[src/rtl/core/apg_pkg.sv]
// Shared types and constants of the animation phase generator.
package apg_pkg;

    localparam int unsigned STEP_W  = 16;
    localparam int unsigned MODE_W  = 2;
    localparam int unsigned DELAY_W = 16;
    localparam int unsigned CFG_IDX_W  = 2;
    localparam int unsigned CFG_DATA_W = 16;

    localparam logic [CFG_IDX_W-1:0] CFG_STEP  = 2'd0;
    localparam logic [CFG_IDX_W-1:0] CFG_MODE  = 2'd1;
    localparam logic [CFG_IDX_W-1:0] CFG_DELAY = 2'd2;

    localparam logic [MODE_W-1:0] WAVE_ONCE     = 2'd0;
    localparam logic [MODE_W-1:0] WAVE_REPEAT   = 2'd1;
    localparam logic [MODE_W-1:0] WAVE_TRIANGLE = 2'd2;

    localparam logic [STEP_W-1:0]  STEP_RESET  = 16'd1000;
    localparam logic [MODE_W-1:0]  MODE_RESET  = WAVE_REPEAT;
    localparam logic [DELAY_W-1:0] DELAY_RESET = 16'd0;

    typedef struct packed {
        logic [STEP_W-1:0]  step_ms;
        logic [MODE_W-1:0]  wave_mode;
        logic [DELAY_W-1:0] delay_ms;
    } apg_cfg_t;

    typedef struct packed {
        logic busy;
        logic whole_lsb;
        logic whole_nz;
    } apg_div_stat_t;

    typedef enum logic [2:0] {
        ST_IDLE,
        ST_BASE,
        ST_DIFF,
        ST_DIV,
        ST_DONE
    } apg_state_t;

endpackage

[src/rtl/core/apg_cfg_regs.sv]
// Configuration register file of the animation phase generator.
module apg_cfg_regs
    import apg_pkg::*;
(
    input  logic                  clk,
    input  logic                  rst_n,
    input  logic                  wr_en,
    input  logic [CFG_IDX_W-1:0]  wr_index,
    input  logic [CFG_DATA_W-1:0] wr_data,
    output apg_cfg_t              cfg
);

    apg_cfg_t cfg_reg;
    apg_cfg_t cfg_next;

    always_comb
    begin
        cfg_next = cfg_reg;
        if (wr_en)
        begin
            unique case (wr_index)
                CFG_STEP:  cfg_next.step_ms   = wr_data[STEP_W-1:0];
                CFG_MODE:  cfg_next.wave_mode = wr_data[MODE_W-1:0];
                CFG_DELAY: cfg_next.delay_ms  = wr_data[DELAY_W-1:0];
                default:   cfg_next = cfg_reg;
            endcase
        end
    end

    always_ff @(posedge clk or negedge rst_n)
    begin
        if (!rst_n)
        begin
            cfg_reg.step_ms   <= STEP_RESET;
            cfg_reg.wave_mode <= MODE_RESET;
            cfg_reg.delay_ms  <= DELAY_RESET;
        end
        else
        begin
            cfg_reg <= cfg_next;
        end
    end

    assign cfg = cfg_reg;

endmodule

[src/rtl/core/apg_div.sv]
// Bit-serial restoring divider: one quotient bit of (dividend << FRAC) / divisor a cycle.
module apg_div
    import apg_pkg::*;
#(
    parameter int unsigned TIME_BITS = 32,
    parameter int unsigned FRAC_BITS = 16
)
(
    input  logic                 clk,
    input  logic                 rst_n,
    input  logic                 start,
    input  logic [TIME_BITS-1:0] dividend,
    input  logic [STEP_W-1:0]    divisor,
    output logic [FRAC_BITS-1:0] frac,
    output apg_div_stat_t        stat
);

    localparam int unsigned STEPS = TIME_BITS + FRAC_BITS;
    localparam int unsigned CNT_W = $clog2(STEPS + 1);

    logic [CNT_W-1:0]     cnt_reg, cnt_next;
    logic [TIME_BITS-1:0] dvd_reg, dvd_next;
    logic [STEP_W-1:0]    rem_reg, rem_next;
    logic [STEP_W-1:0]    dsr_reg, dsr_next;
    logic [STEPS-1:0]     q_reg, q_next;
    logic [STEP_W:0]      trial;
    logic [STEP_W:0]      diff;
    logic                 ge;

    // One shared compare-and-subtract per cycle.
    assign trial = {rem_reg, dvd_reg[TIME_BITS-1]};
    assign diff  = trial - {1'b0, dsr_reg};
    assign ge    = !diff[STEP_W];

    always_comb
    begin
        cnt_next = cnt_reg;
        dvd_next = dvd_reg;
        rem_next = rem_reg;
        dsr_next = dsr_reg;
        q_next   = q_reg;
        if (start)
        begin
            cnt_next = CNT_W'(STEPS);
            dvd_next = dividend;
            rem_next = '0;
            // A zero period divides as a period of one.
            dsr_next = (divisor == '0) ? STEP_W'(1) : divisor;
            q_next   = '0;
        end
        else if (cnt_reg != '0)
        begin
            cnt_next = cnt_reg - CNT_W'(1);
            dvd_next = {dvd_reg[TIME_BITS-2:0], 1'b0};
            rem_next = ge ? diff[STEP_W-1:0] : trial[STEP_W-1:0];
            q_next   = {q_reg[STEPS-2:0], ge};
        end
    end

    always_ff @(posedge clk or negedge rst_n)
    begin
        if (!rst_n)
        begin
            cnt_reg <= '0;
        end
        else
        begin
            cnt_reg <= cnt_next;
        end
    end

    always_ff @(posedge clk)
    begin
        dvd_reg <= dvd_next;
        rem_reg <= rem_next;
        dsr_reg <= dsr_next;
        q_reg   <= q_next;
    end

    assign frac           = q_reg[FRAC_BITS-1:0];
    assign stat.busy      = (cnt_reg != '0);
    assign stat.whole_lsb = q_reg[FRAC_BITS];
    assign stat.whole_nz  = |q_reg[STEPS-1:FRAC_BITS];

endmodule

[src/rtl/core/animation_phase_generator_top.sv]
// Top level of the animation phase generator: sequencer, state and result register.
//
// Usage. Each input beat on in_valid/in_stall carries a millisecond timestamp
// now_ms. The first beat after reset latches the start time. The block then
// forms elapsed = now_ms - (start + delay_ms) and, when it is not negative,
// divides elapsed * 2^FRACTION_BITS by step_ms to get the new phase, shaped by
// wave_mode into a once-clamp, a sawtooth or a triangle. Each input beat gives
// exactly one output beat with factor_q16 (unsigned Q1.16) and running.
// Timing: an item passes through ST_BASE, ST_DIFF, ST_DIV and ST_DONE, where
// its result is loaded; in ST_DIV the bit-serial divider retires one quotient
// bit per cycle, and a negative elapsed time skips ST_DIV and the divider. The
// next item is accepted at the earliest on the cycle after a result is loaded.
// in_stall is high while an item is in work. The result register lets the next
// item be accepted while an earlier result still waits; if the receiver keeps
// out_stall high, the finished item waits in its last step until the register
// frees. Configuration writes are always ready and must be made while no item
// is in work. Reset clears the start latch and the held factor, empties the
// result register and loads the register defaults.
module animation_phase_generator_top
    import apg_pkg::*;
#(
    parameter int unsigned FRACTION_BITS = 16,
    parameter int unsigned TIME_BITS     = 32
)
(
    input  logic                     clk,
    input  logic                     rst_n,
    input  logic                     in_valid,
    output logic                     in_stall,
    input  logic [TIME_BITS-1:0]     now_ms,
    output logic                     out_valid,
    input  logic                     out_stall,
    output logic [FRACTION_BITS:0]   factor_q16,
    output logic                     running,
    input  logic                     cfg_valid,
    output logic                     cfg_ready,
    input  logic [CFG_IDX_W-1:0]     cfg_index,
    input  logic [CFG_DATA_W-1:0]    cfg_data
);

    localparam int unsigned FACT_W = FRACTION_BITS + 1;
    // Start plus delay needs one bit more than a timestamp; the signed
    // difference needs one more again.
    localparam int unsigned BASE_W = TIME_BITS + 1;
    localparam int unsigned DIFF_W = TIME_BITS + 2;
    localparam logic [FACT_W-1:0] ONE_Q = {1'b1, {FRACTION_BITS{1'b0}}};

    apg_cfg_t      cfg;
    apg_div_stat_t div_stat;
    logic [FRACTION_BITS-1:0] div_frac;

    apg_state_t state_reg, state_next;

    logic                 started_reg, started_next;
    logic [TIME_BITS-1:0] start_reg, start_next;
    logic [TIME_BITS-1:0] now_reg, now_next;
    logic [BASE_W-1:0]    base_reg, base_next;
    logic                 run_reg, run_next;
    logic [FACT_W-1:0]    held_reg, held_next;
    logic                 out_valid_reg, out_valid_next;
    logic [FACT_W-1:0]    factor_reg, factor_next;
    logic                 running_reg, running_next;

    logic [DIFF_W-1:0]    diff;
    logic                 div_start;
    logic                 in_accept;
    logic                 out_free;
    logic [FACT_W-1:0]    frac_ext;
    logic [FACT_W-1:0]    new_factor;

    apg_cfg_regs u_cfg_regs
    (
        .clk      (clk),
        .rst_n    (rst_n),
        .wr_en    (cfg_valid && cfg_ready),
        .wr_index (cfg_index),
        .wr_data  (cfg_data),
        .cfg      (cfg)
    );

    apg_div #(
        .TIME_BITS (TIME_BITS),
        .FRAC_BITS (FRACTION_BITS)
    ) u_div
    (
        .clk      (clk),
        .rst_n    (rst_n),
        .start    (div_start),
        .dividend (diff[TIME_BITS-1:0]),
        .divisor  (cfg.step_ms),
        .frac     (div_frac),
        .stat     (div_stat)
    );

    assign in_stall  = (state_reg != ST_IDLE);
    assign in_accept = in_valid && !in_stall;
    assign out_free  = !out_valid_reg || !out_stall;
    assign cfg_ready = 1'b1;

    assign diff     = {2'b00, now_reg} - {1'b0, base_reg};
    assign frac_ext = {1'b0, div_frac};

    // Shape the quotient into the new factor; a negative elapsed time or an
    // unused mode keeps the held value.
    always_comb
    begin
        new_factor = held_reg;
        if (run_reg)
        begin
            case (cfg.wave_mode)
                WAVE_ONCE:
                begin
                    if (div_stat.whole_nz)
                        new_factor = ONE_Q;
                    else if (held_reg < frac_ext)
                        new_factor = frac_ext;
                end
                WAVE_REPEAT:   new_factor = frac_ext;
                WAVE_TRIANGLE: new_factor = div_stat.whole_lsb ? (ONE_Q - frac_ext) : frac_ext;
                default:       new_factor = held_reg;
            endcase
        end
    end

    always_comb
    begin
        state_next     = state_reg;
        started_next   = started_reg;
        start_next     = start_reg;
        now_next       = now_reg;
        base_next      = base_reg;
        run_next       = run_reg;
        held_next      = held_reg;
        out_valid_next = out_valid_reg;
        factor_next    = factor_reg;
        running_next   = running_reg;
        div_start      = 1'b0;

        if (out_valid_reg && !out_stall)
            out_valid_next = 1'b0;

        unique case (state_reg)
            ST_IDLE:
            begin
                if (in_accept)
                begin
                    now_next = now_ms;
                    if (!started_reg)
                    begin
                        start_next   = now_ms;
                        started_next = 1'b1;
                    end
                    state_next = ST_BASE;
                end
            end
            ST_BASE:
            begin
                base_next  = {1'b0, start_reg} + BASE_W'(cfg.delay_ms);
                state_next = ST_DIFF;
            end
            ST_DIFF:
            begin
                run_next = !diff[DIFF_W-1];
                if (diff[DIFF_W-1])
                begin
                    state_next = ST_DONE;
                end
                else
                begin
                    div_start  = 1'b1;
                    state_next = ST_DIV;
                end
            end
            ST_DIV:
            begin
                if (!div_stat.busy)
                    state_next = ST_DONE;
            end
            ST_DONE:
            begin
                if (out_free)
                begin
                    held_next      = new_factor;
                    factor_next    = new_factor;
                    running_next   = run_reg;
                    out_valid_next = 1'b1;
                    state_next     = ST_IDLE;
                end
            end
            default:
            begin
                state_next = ST_IDLE;
            end
        endcase
    end

    always_ff @(posedge clk or negedge rst_n)
    begin
        if (!rst_n)
        begin
            state_reg     <= ST_IDLE;
            started_reg   <= 1'b0;
            start_reg     <= '0;
            held_reg      <= '0;
            out_valid_reg <= 1'b0;
        end
        else
        begin
            state_reg     <= state_next;
            started_reg   <= started_next;
            start_reg     <= start_next;
            held_reg      <= held_next;
            out_valid_reg <= out_valid_next;
        end
    end

    always_ff @(posedge clk)
    begin
        now_reg     <= now_next;
        base_reg    <= base_next;
        run_reg     <= run_next;
        factor_reg  <= factor_next;
        running_reg <= running_next;
    end

    assign out_valid  = out_valid_reg;
    assign factor_q16 = factor_reg;
    assign running    = running_reg;

endmodule

[config.mk]
export PLATFORM = sky130hd
export DESIGN_NAME = animation_phase_generator_top
export DESIGN_NICKNAME = d
export VERILOG_FILES = /design/src/rtl/core/apg_pkg.sv /design/src/rtl/core/apg_cfg_regs.sv /design/src/rtl/core/apg_div.sv /design/src/rtl/core/animation_phase_generator_top.sv
export SDC_FILE = /design/constraint.sdc
export NUM_CORES = 1
export LEC_CHECK = 0
export BUFFER_PORTS_ARGS = -buffer_cell sky130_fd_sc_hd__clkbuf_2
export CAP_MARGIN = 10
export CORE_ASPECT_RATIO = 0.6
export CORE_MARGIN = 8
export CORE_UTILIZATION = 47
export DETAILED_ROUTE_END_ITERATION = 8
export PLACE_DENSITY = 0.68
export SETUP_SLACK_MARGIN = 0.5
export SLEW_MARGIN = 20
export SYNTH_ARGS = -nofsm -noshare
export SYNTH_HDL_FRONTEND = slang
export SYNTH_SLANG_ARGS = --single-unit
export TNS_END_PERCENT = 20
[constraint.sdc]
create_clock -name clk -period 5.81 [get_ports clk]
set_clock_uncertainty 0.15 [all_clocks]
set_input_delay 1.162 -clock clk [delete_from_list [all_inputs] [get_ports clk]]
set_output_delay 1.162 -clock clk [all_outputs]
set_load 0.02 [all_outputs]
# Yosys cells after proc, flatten, opt, wreduce, memory -nomap -nowiden
# Index checks and enable logic that the tools add are counted.
[word_totals]
reg_bits = 290
input_bits = 55
word_cells = 79
[classes]
n_addsub = 5
magnitude_cmp = 1
eq_ne = 11
n_mux = 20
bitwise_logic = 1
reduce_logical = 23
[op_table]
columns = ["operator", "n"]
rows = [
  ["$mux W17", 4],
  ["$mux W32", 2],
  ["$pmux W17 S3", 1],
  ["$sub A32 B33 Y34", 1],
  ["$add A32 B16 Y33", 1],
  ["$reduce_or A32 Y1", 1],
  ["$lt A17 B16 Y1", 1],
  ["$sub A17 B16 Y17", 1],
  ["$sub A17 B16 Y17 const A", 1],
  ["$logic_not A16 Y1", 1],
  ["$mux W16", 1],
  ["$pmux W3 S5", 1],
  ["$mux W3", 4],
  ["$mux W6", 2],
  ["$reduce_and A2 Y1", 5],
  ["$eq A3 B2 Y1 const B", 2],
  ["$ne A2 B2 Y1 const B", 3],
  ["$reduce_and A3 Y1", 2],
  ["$reduce_bool A6 Y1", 1],
  ["$sub A6 B1 Y6 const B", 1],
  ["$logic_not A1 Y1", 5],
  ["$mux W1", 5],
  ["$eq A2 B1 Y1 const B", 2],
  ["$eq A2 B2 Y1 const B", 2],
  ["other kinds (9)", 11],
]

# Depth between registers and ports, before layout
# Gate-level depths: netlist of the first run.
[depth]
word_depth = 5
depth_mapped = 15
ltp_nobuf = 12

# By module
# Synthesis of the first run repeated with hierarchy kept, for this count alone.
[hier_totals]
cells_unflattened = 1497
area_unflattened_um2 = 15601.2
[modules_own_cells]
columns = ["mod", "n_inst", "cells_per_inst", "area_per_inst_um2", "seq_area_each_um2"]
rows = [
  ["animation_phase_generator_top", 1, 833, 8604.5, 3873.7],
  ["apg_div", 1, 591, 5698.0, 2872.8],
  ["apg_cfg_regs", 1, 73, 1298.7, 859.6],
]

# Worst setup path before layout of the first run
# No wires, ideal clock.
[synth_path]
path_type = "register to register"
start = "register state_reg[1]"
end = "register base_reg[0] (enable)"
arrival_ns = 3.006
path_slack_ns = 2.183
stages_incl_launch_ff = 3
n_path_buf = 1
period_less_slack_ns = 3.627
path_cell_list = "dfrtp_1 -> clkbuf_1 -> nor3b_1"
[synth_between]
elab_chain_len = 1
[synth_lines]
columns = ["item", "line", "rtl"]
rows = [
  ["from (decl)", "animation_phase_generator_top.sv:52", "apg_state_t state_reg, state_next;"],
  ["from (signal assigned)", "animation_phase_generator_top.sv:209", "state_reg <= state_next;"],
  ["$eq A3 B1 Y1", "animation_phase_generator_top.sv:142", "unique case (state_reg)"],
  ["to (signal assigned)", "animation_phase_generator_top.sv:220", "base_reg <= base_next;"],
  ["to (decl)", "animation_phase_generator_top.sv:57", "logic [BASE_W-1:0] base_reg, base_next;"],
]
# No other way between the ends.
# A chain may end at the register's enable or synchronous reset.

# Final worst setup path of the first run
[layout_path]
start = "register now_reg[2]"
end = "register u_div.dvd_reg[29] (enable)"
[layout_between]
elab_chain_len = 4
[layout_lines]
columns = ["item", "line", "rtl"]
rows = [
  ["from (decl)", "animation_phase_generator_top.sv:56", "logic [TIME_BITS-1:0] now_reg, now_next;"],
  ["from (signal assigned)", "animation_phase_generator_top.sv:219", "now_reg <= now_next;"],
  ["$sub A32 B33 Y34", "animation_phase_generator_top.sv:100", "assign diff = {2'b00, now_reg} - {1'b0, base_reg};"],
  ["$mux W1", "animation_phase_generator_top.sv:164", "if (diff[DIFF_W-1])"],
  ["$mux W1", "animation_phase_generator_top.sv:142", ""],
  ["$reduce_bool A2 Y1 (no line)", "--", ""],
  ["to (signal assigned)", "apg_div.sv:74", "dvd_reg <= dvd_next;"],
  ["to (decl)", "apg_div.sv:22", "logic [TIME_BITS-1:0] dvd_reg, dvd_next;"],
]
# No other way between the ends.

==> impl_metrics.env, run 1 <==
export IMPL_rrSetupSlack_ns=1.78
export IMPL_dieArea_um2=38400
export IMPL_met1_usage_pct=28.22
export IMPL_reg2reg_depth=11
export IMPL_max_clock_path_buffers=3
export IMPL_cts_tree="built"
export IMPL_drt_iter0_markers=816
export IMPL_largest_reg_flops=48
export IMPL_ys_seq_area_share_pct=50.24
export IMPL_syn_inst=1458
export IMPL_path_depth=11
export IMPL_rsz0062_at_grt="no"
export IMPL_antenna_cells=0
export IMPL_antenna_found_initial=0
export IMPL_max_freq_mhz=247.9
export IMPL_start_util_pct=47.17
export IMPL_io_buffers=74
export IMPL_gr_total_overflow=0
export IMPL_path_cells="ha_1 -> o21ai_0 -> a21oi_1 -> o31ai_1 -> nand4_1 -> a21oi_1 -> o22ai_2 -> nand2_2 -> buf_4 -> nand2_1 -> buf_4"
export IMPL_worstSetupStartpoint="now_reg[2]$_DFFE_PP_"
export IMPL_die_width_um=247.7
export IMPL_cts_buffers=27
export IMPL_cts_clk_slew_worst_paths_ns=0.07
export IMPL_fin_crit_sh_pct=69.43
export IMPL_grt_pass1_vias=10230
export IMPL_die_y_um=155.0
export IMPL_busiest_layer="met1"
export IMPL_cts_hold_buf=0
export IMPL_vias_per_cell=5.548
export IMPL_cap_violations=0
export IMPL_cts_resized=0
export IMPL_syn_avg_cell_area_um2=10.38
export IMPL_synth_net_count=1597
export IMPL_finalSetupViolations=0
export IMPL_crit_end="u_div.dvd_reg[29]$_DFFE_PP_"
export IMPL_syn_cell_area_um2=15140
export IMPL_clkSinkCount=290
export IMPL_ys_warn_count=0
export IMPL_drive_gt1_share_pct=15.62
export IMPL_htreeDepth=1
export IMPL_dpl_hpwl_um=23990
export IMPL_min_period_ns=4.034
export IMPL_wirelength_um=33630
export IMPL_grt_pass1_wl_um=54530
export IMPL_synth_cell_types=81
export IMPL_root_buffer="clkbuf_16"
export IMPL_globalplace_congestion=0.8492
export IMPL_synth_area_leaders="edfxtp_1 (26%), dfrtp_1 (14%), dfxtp_1 (8.5%)"
export IMPL_syn_to_final_growth_pct=10.96
export IMPL_ant_nets=0
export IMPL_yosys_register_bits=290
export IMPL_fin_nets=1643
export IMPL_end_kind="register"
export IMPL_critPathBufInv=2
export IMPL_hp_class="register to register"
export IMPL_relSlewSlack_pct=24.68
export IMPL_io_pins=76
export IMPL_cp_arrival_ns=4.16
export IMPL_async_flop_share_pct=32.41
export IMPL_leakage_uw=0.007181
export IMPL_yosysTopAreaCell="edfxtp_1"
export IMPL_post_cts_setup_buffers=0
export IMPL_total_power_uw=9595
export IMPL_wl_per_cell_um=17.26
export IMPL_worstMarginPinSlew_ns=1.126
export IMPL_synth_edf_count=132
export IMPL_hold_viol=0
export IMPL_crit_fanout=65
export IMPL_gr_usage_met2_pct=23.19
export IMPL_fin_setup_tns_ns=0
export IMPL_critical_path_class="register to register"
export IMPL_r2r_start="now_reg[2]$_DFFE_PP_"
export IMPL_slowest_delay_ns=0.47
export IMPL_maxSlewViolCount=0
export IMPL_crit_family="compound AO/OA/AOI/OAI gates"
export IMPL_grt_max_degree=81
export IMPL_slowest_stage="nand2_1"
export IMPL_gr_usage_all_layers_pct=17.31
export IMPL_drtPass1Iterations=5
export IMPL_synth_flop_cell="edfxtp_1"
export IMPL_row_count=51
export IMPL_cellPowerDensity_nw_per_um2=571.1
export IMPL_synth_top_area_share_pct=26.18
export IMPL_grtUsageMet3_pct=2.911
export IMPL_crit_required_ns=5.94
export IMPL_coreArea_um2=32100
export IMPL_drc_errors=0
export IMPL_worst_skew_pair_late_latency_ns=0.54
export IMPL_start_kind="register"
export IMPL_status="completed"
export IMPL_vias=10810
export IMPL_vdd_drop_max_mv=0.2560
export IMPL_worstReg2RegEnd="u_div.dvd_reg[29]$_DFFE_PP_"
## kinds of logic after synthesis
| family | after synthesis | synth area share [%] |
|---|---|---|
| AND/OR/NAND/NOR | 407 | 12.14 |
| AO/OA/AOI/OAI | 364 | 15.80 |
| buffers and inverters | 158 | 4.413 |
| multiplexers | 84 | 6.123 |
| other | 1 | 0.02477 |
| flip-flops | 290 | 50.24 |
| adder cells (fa/ha/maj) | 84 | 7.090 |
| XOR/XNOR | 70 | 4.173 |
## tightest hold or removal path: stages (launching register included)
cell and delay (ns):
dfxtp_1 0.32, nand2_1 0.06, a21oi_1 0.05
## worst min-delay path by stage
stage	start	to	slack (ns)	depth (start not counted)
floorplan	u_div.q_reg[47]$_SDFFE_PN0P_	u_div.q_reg[47]$_SDFFE_PN0P_	0.28	2
global placement	u_div.q_reg[47]$_SDFFE_PN0P_	u_div.q_reg[47]$_SDFFE_PN0P_	0.29	2
detailed placement	u_cfg_regs.cfg[20]$_DFFE_PN0P_	u_div.dsr_reg[2]$_SDFFCE_PN0N_	0.31	0
CTS	u_div.q_reg[23]$_SDFFE_PN0P_	u_div.q_reg[23]$_SDFFE_PN0P_	0.32	2
global route	u_div.q_reg[47]$_SDFFE_PN0P_	u_div.q_reg[47]$_SDFFE_PN0P_	0.34	2
finish	u_div.q_reg[20]$_SDFFE_PN0P_	u_div.q_reg[20]$_SDFFE_PN0P_	0.32	2
## layout by cell type, fill, tap and decap left out, drive strengths merged, types with 13 or more instances in the layout
cell type / instances
clkbuf: 115
and3: 14
nor3: 18
dfxtp: 64
mux2i: 15
nor2: 76
nand2: 206
a22o: 18
ha: 81
mux2: 69
dfrtp: 87
a31oi: 16
inv: 92
nand3: 21
a211oi: 14
edfxtp: 132
xnor2: 48
a21o: 40
o21a: 17
o21ai: 74
a21oi: 125
xor2: 22
nor4: 13
## report_power, final
group	internal, uW	leakage, uW	switching (uW)
clock	1100	0.000484	775
sequential	3040	0.00297	499
combinational	1800	0.00373	2380
total	5940	0.00718	3660
## Yosys cell counts, drive strengths merged (4+ instances only)
library cell / n
a211oi: 14
a21o: 40
a21oi: 125
a22o: 18
a31oi: 16
a41oi: 4
and2: 4
and3: 14
buf: 17
clkbuf: 51
dfrtp: 87
dfstp: 7
dfxtp: 64
edfxtp: 132
ha: 81
inv: 90
mux2: 69
mux2i: 15
nand2: 206
nand2b: 12
nand3: 21
nand3b: 7
nand4: 10
nor2: 76
nor2b: 8
nor3: 18
nor3b: 5
nor4: 13
o211ai: 4
o21a: 17
o21ai: 74
o21bai: 4
o2bb2ai: 4
o31ai: 10
o41ai: 5
or3: 5
xnor2: 48
xor2: 22
## metrics by stage
stage	std cells	util, %	worst slack (ns)	cell area [um^2]	hold WS (ns)
after global placement	1898	49.27	1.844	15820	0.2935
after detailed placement	1898	49.27	1.774	15820	0.3097
after global routing	1948	52.34	1.391	16800	0.3367
after floorplan	1458	-	2.183	15140	0.2815
final	1948	52.34	1.776	16800	0.3192
after CTS	1947	52.26	1.759	16770	0.3200
## layer usage
layer | vias to the layer above | routed length, um
met5 | - | 0
met4 | 0 | 631
met3 | 45 | 1904
met2 | 276 | 13050
met1 | 5167 | 18040
li1 | 5319 | -
## cell type report
cell class              count  area [um^2]
clock buffers              42        894.6
clock inverters             7        62.56
fillers                  2856        15300
inverters                  90        337.8
multi-input cells        1010         6893
flip-flops and latches    290         7606
well taps                 424        530.5
repair buffers             85        475.5
Power figures use the tool's default switching activity.
==> inputs of run 2 (changes only) <==
clock period = 3.9 ns   (was 5.81 ns; I/O delays follow)
==> impl_metrics.env, run 2 (synthesized netlist as in run 1, its figures left out) <==
export IMPL_crit_required_ns=4.14
export IMPL_drt_iter0_markers=940
export IMPL_max_freq_mhz=300.2
export IMPL_critical_path_class="register to register"
export IMPL_cts_clk_slew_worst_paths_ns=0.06
export IMPL_max_clock_path_buffers=3
export IMPL_largest_reg_flops=48
export IMPL_slowest_delay_ns=0.46
export IMPL_slowest_stage="fa_1"
export IMPL_antenna_found_initial=0
export IMPL_final_cell_mix="nand2_1 (204), edfxtp_1 (132), a21oi_1 (123)"
export IMPL_syn_to_final_growth_pct=11.83
export IMPL_cp_arrival_ns=3.57
export IMPL_end_kind="register"
export IMPL_finalSetupViolations=0
export IMPL_globalplace_congestion=0.9197
export IMPL_relSlewSlack_pct=29.25
export IMPL_r2r_start="u_div.dvd_reg[31]$_DFFE_PP_"
export IMPL_fin_nets=1651
export IMPL_crit_fanout=10
export IMPL_worstReg2RegEnd="u_div.rem_reg[6]$_SDFFE_PN0P_"
export IMPL_maxSlewViolCount=0
export IMPL_start_kind="register"
export IMPL_grt_pass1_wl_um=55590
export IMPL_setup_ws_ns=0.5692
export IMPL_cap_violations=0
export IMPL_dieArea_um2=38400
export IMPL_ant_nets=0
export IMPL_io_buffers=74
export IMPL_gr_total_overflow=0
export IMPL_coreArea_um2=32100
export IMPL_worstMarginPinSlew_ns=1.061
export IMPL_stdcell_area_um2=16930
export IMPL_grt_pass1_vias=10230
export IMPL_min_period_ns=3.331
export IMPL_drc_errors=0
export IMPL_grt_max_degree=95
export IMPL_io_pins=76
export IMPL_wirelength_um=34180
export IMPL_root_buffer="clkbuf_16"
export IMPL_row_count=51
export IMPL_fin_crit_sh_pct=85.40
export IMPL_dpl_hpwl_um=24450
export IMPL_cellPowerDensity_nw_per_um2=853.0
export IMPL_drtPass1Iterations=5
export IMPL_start_util_pct=47.17
export IMPL_path_cells="inv_1 -> ha_1 -> fa_1 -> nor2b_4 -> o31a_1 -> o21a_1 -> a31o_4 -> a41oi_4 -> xnor2_4 -> buf_4 -> mux2i_1 -> a211oi_1"
export IMPL_vias=10740
export IMPL_rsz0062_at_grt="yes"
export IMPL_cts_buffers=28
export IMPL_status="completed"
export IMPL_die_width_um=247.7
export IMPL_worst_skew_pair_late_latency_ns=0.56
export IMPL_leakage_uw=0.007213
export IMPL_dp_slack_ns=0.4933
export IMPL_htreeDepth=1
export IMPL_wl_per_cell_um=17.46
export IMPL_placed_area_um2=15900
export IMPL_hold_viol=0
export IMPL_gr_usage_all_layers_pct=17.70
export IMPL_hp_class="input port to async pin"
export IMPL_whs_ns=0.1207
export IMPL_vdd_drop_max_mv=0.4899
export IMPL_reg2reg_depth=12
export IMPL_fin_setup_tns_ns=0
export IMPL_rrSetupSlack_ns=0.57
export IMPL_antenna_cells=0
export IMPL_vias_per_cell=5.483
export IMPL_drive_gt1_share_pct=16.49
export IMPL_cts_tree="built"
export IMPL_clkSinkCount=290
export IMPL_final_cells=1958
export IMPL_final_common_cell="nand2_1"
export IMPL_die_y_um=155.0
export IMPL_dp_cells=1904
run 2: metal layers:
layer	up-vias	share of wire [%]	track usage [%]
li1	5312	-	-
met1	5114	53	28.13
met2	264	40	24.30
met3	46	6.0	3.613
met4	0	1.7	3.429
met5	-	0	0
run 2: worst max path at each step:
stage	startpoint	to	slack, ns	depth (start not counted)
after floorplan	now_reg[6]$_DFFE_PP_	u_div.dvd_reg[0]$_SDFFCE_PP0P_	0.56	11
after global placement	now_reg[6]$_DFFE_PP_	u_div.dvd_reg[27]$_DFFE_PP_	0.48	10
after detailed placement	now_reg[2]$_DFFE_PP_	u_div.dvd_reg[27]$_DFFE_PP_	0.49	10
after CTS	u_div.dvd_reg[31]$_DFFE_PP_	u_div.rem_reg[6]$_SDFFE_PN0P_	0.54	12
after global routing	u_div.dvd_reg[31]$_DFFE_PP_	u_div.rem_reg[11]$_SDFFE_PN0P_	0.39	12
final	u_div.dvd_reg[31]$_DFFE_PP_	u_div.rem_reg[6]$_SDFFE_PN0P_	0.57	12
run 2: metrics by stage:
stage,power (uW),utilization [%]
6_report,14440,52.75
2_1_floorplan,10000,-
5_1_grt,15530,52.75
3_3_place_gp,11360,49.55
4_1_cts,14410,52.53
3_5_place_dp,11550,49.55
run 2: where the power goes:
group	switching [uW]	internal, uW	total [uW]
registers	756	4530	5280
logic	3620	2780	6400
clock network	1160	1600	2760
total	5530	8910	14400
run 2: what timing repair did:
action | CTS | global route
pin swaps | 0 | 4
buffers inserted | 0 | 2
endpoints found under the setup margin | 1 | 179
resized for setup | 1 | 12
hold buffers | 0 | 0
run 2: critical path, delay by kind of cell, from the launching register on:
family / cells / cell delay (ns)
xor gates and xnor gates: 1 / 0.38
and+or+nand+nor: 1 / 0.14
muxes: 1 / 0.23
adders and majority gates: 2 / 0.68
AOI/OAI and AO/OA: 5 / 0.80
buffers and inverters: 2 / 0.39
DFF: 1 / 0.40
run 2: layout make-up:
type | instances | area (um^2)
clock buffers | 41 | 863.3
clock inverters | 11 | 87.58
fillers | 2883 | 15170
inverters | 90 | 337.8
multi-input cells | 1010 | 6957
flip-flops and latches | 290 | 7606
well taps | 424 | 530.5
repair buffers | 92 | 549.3
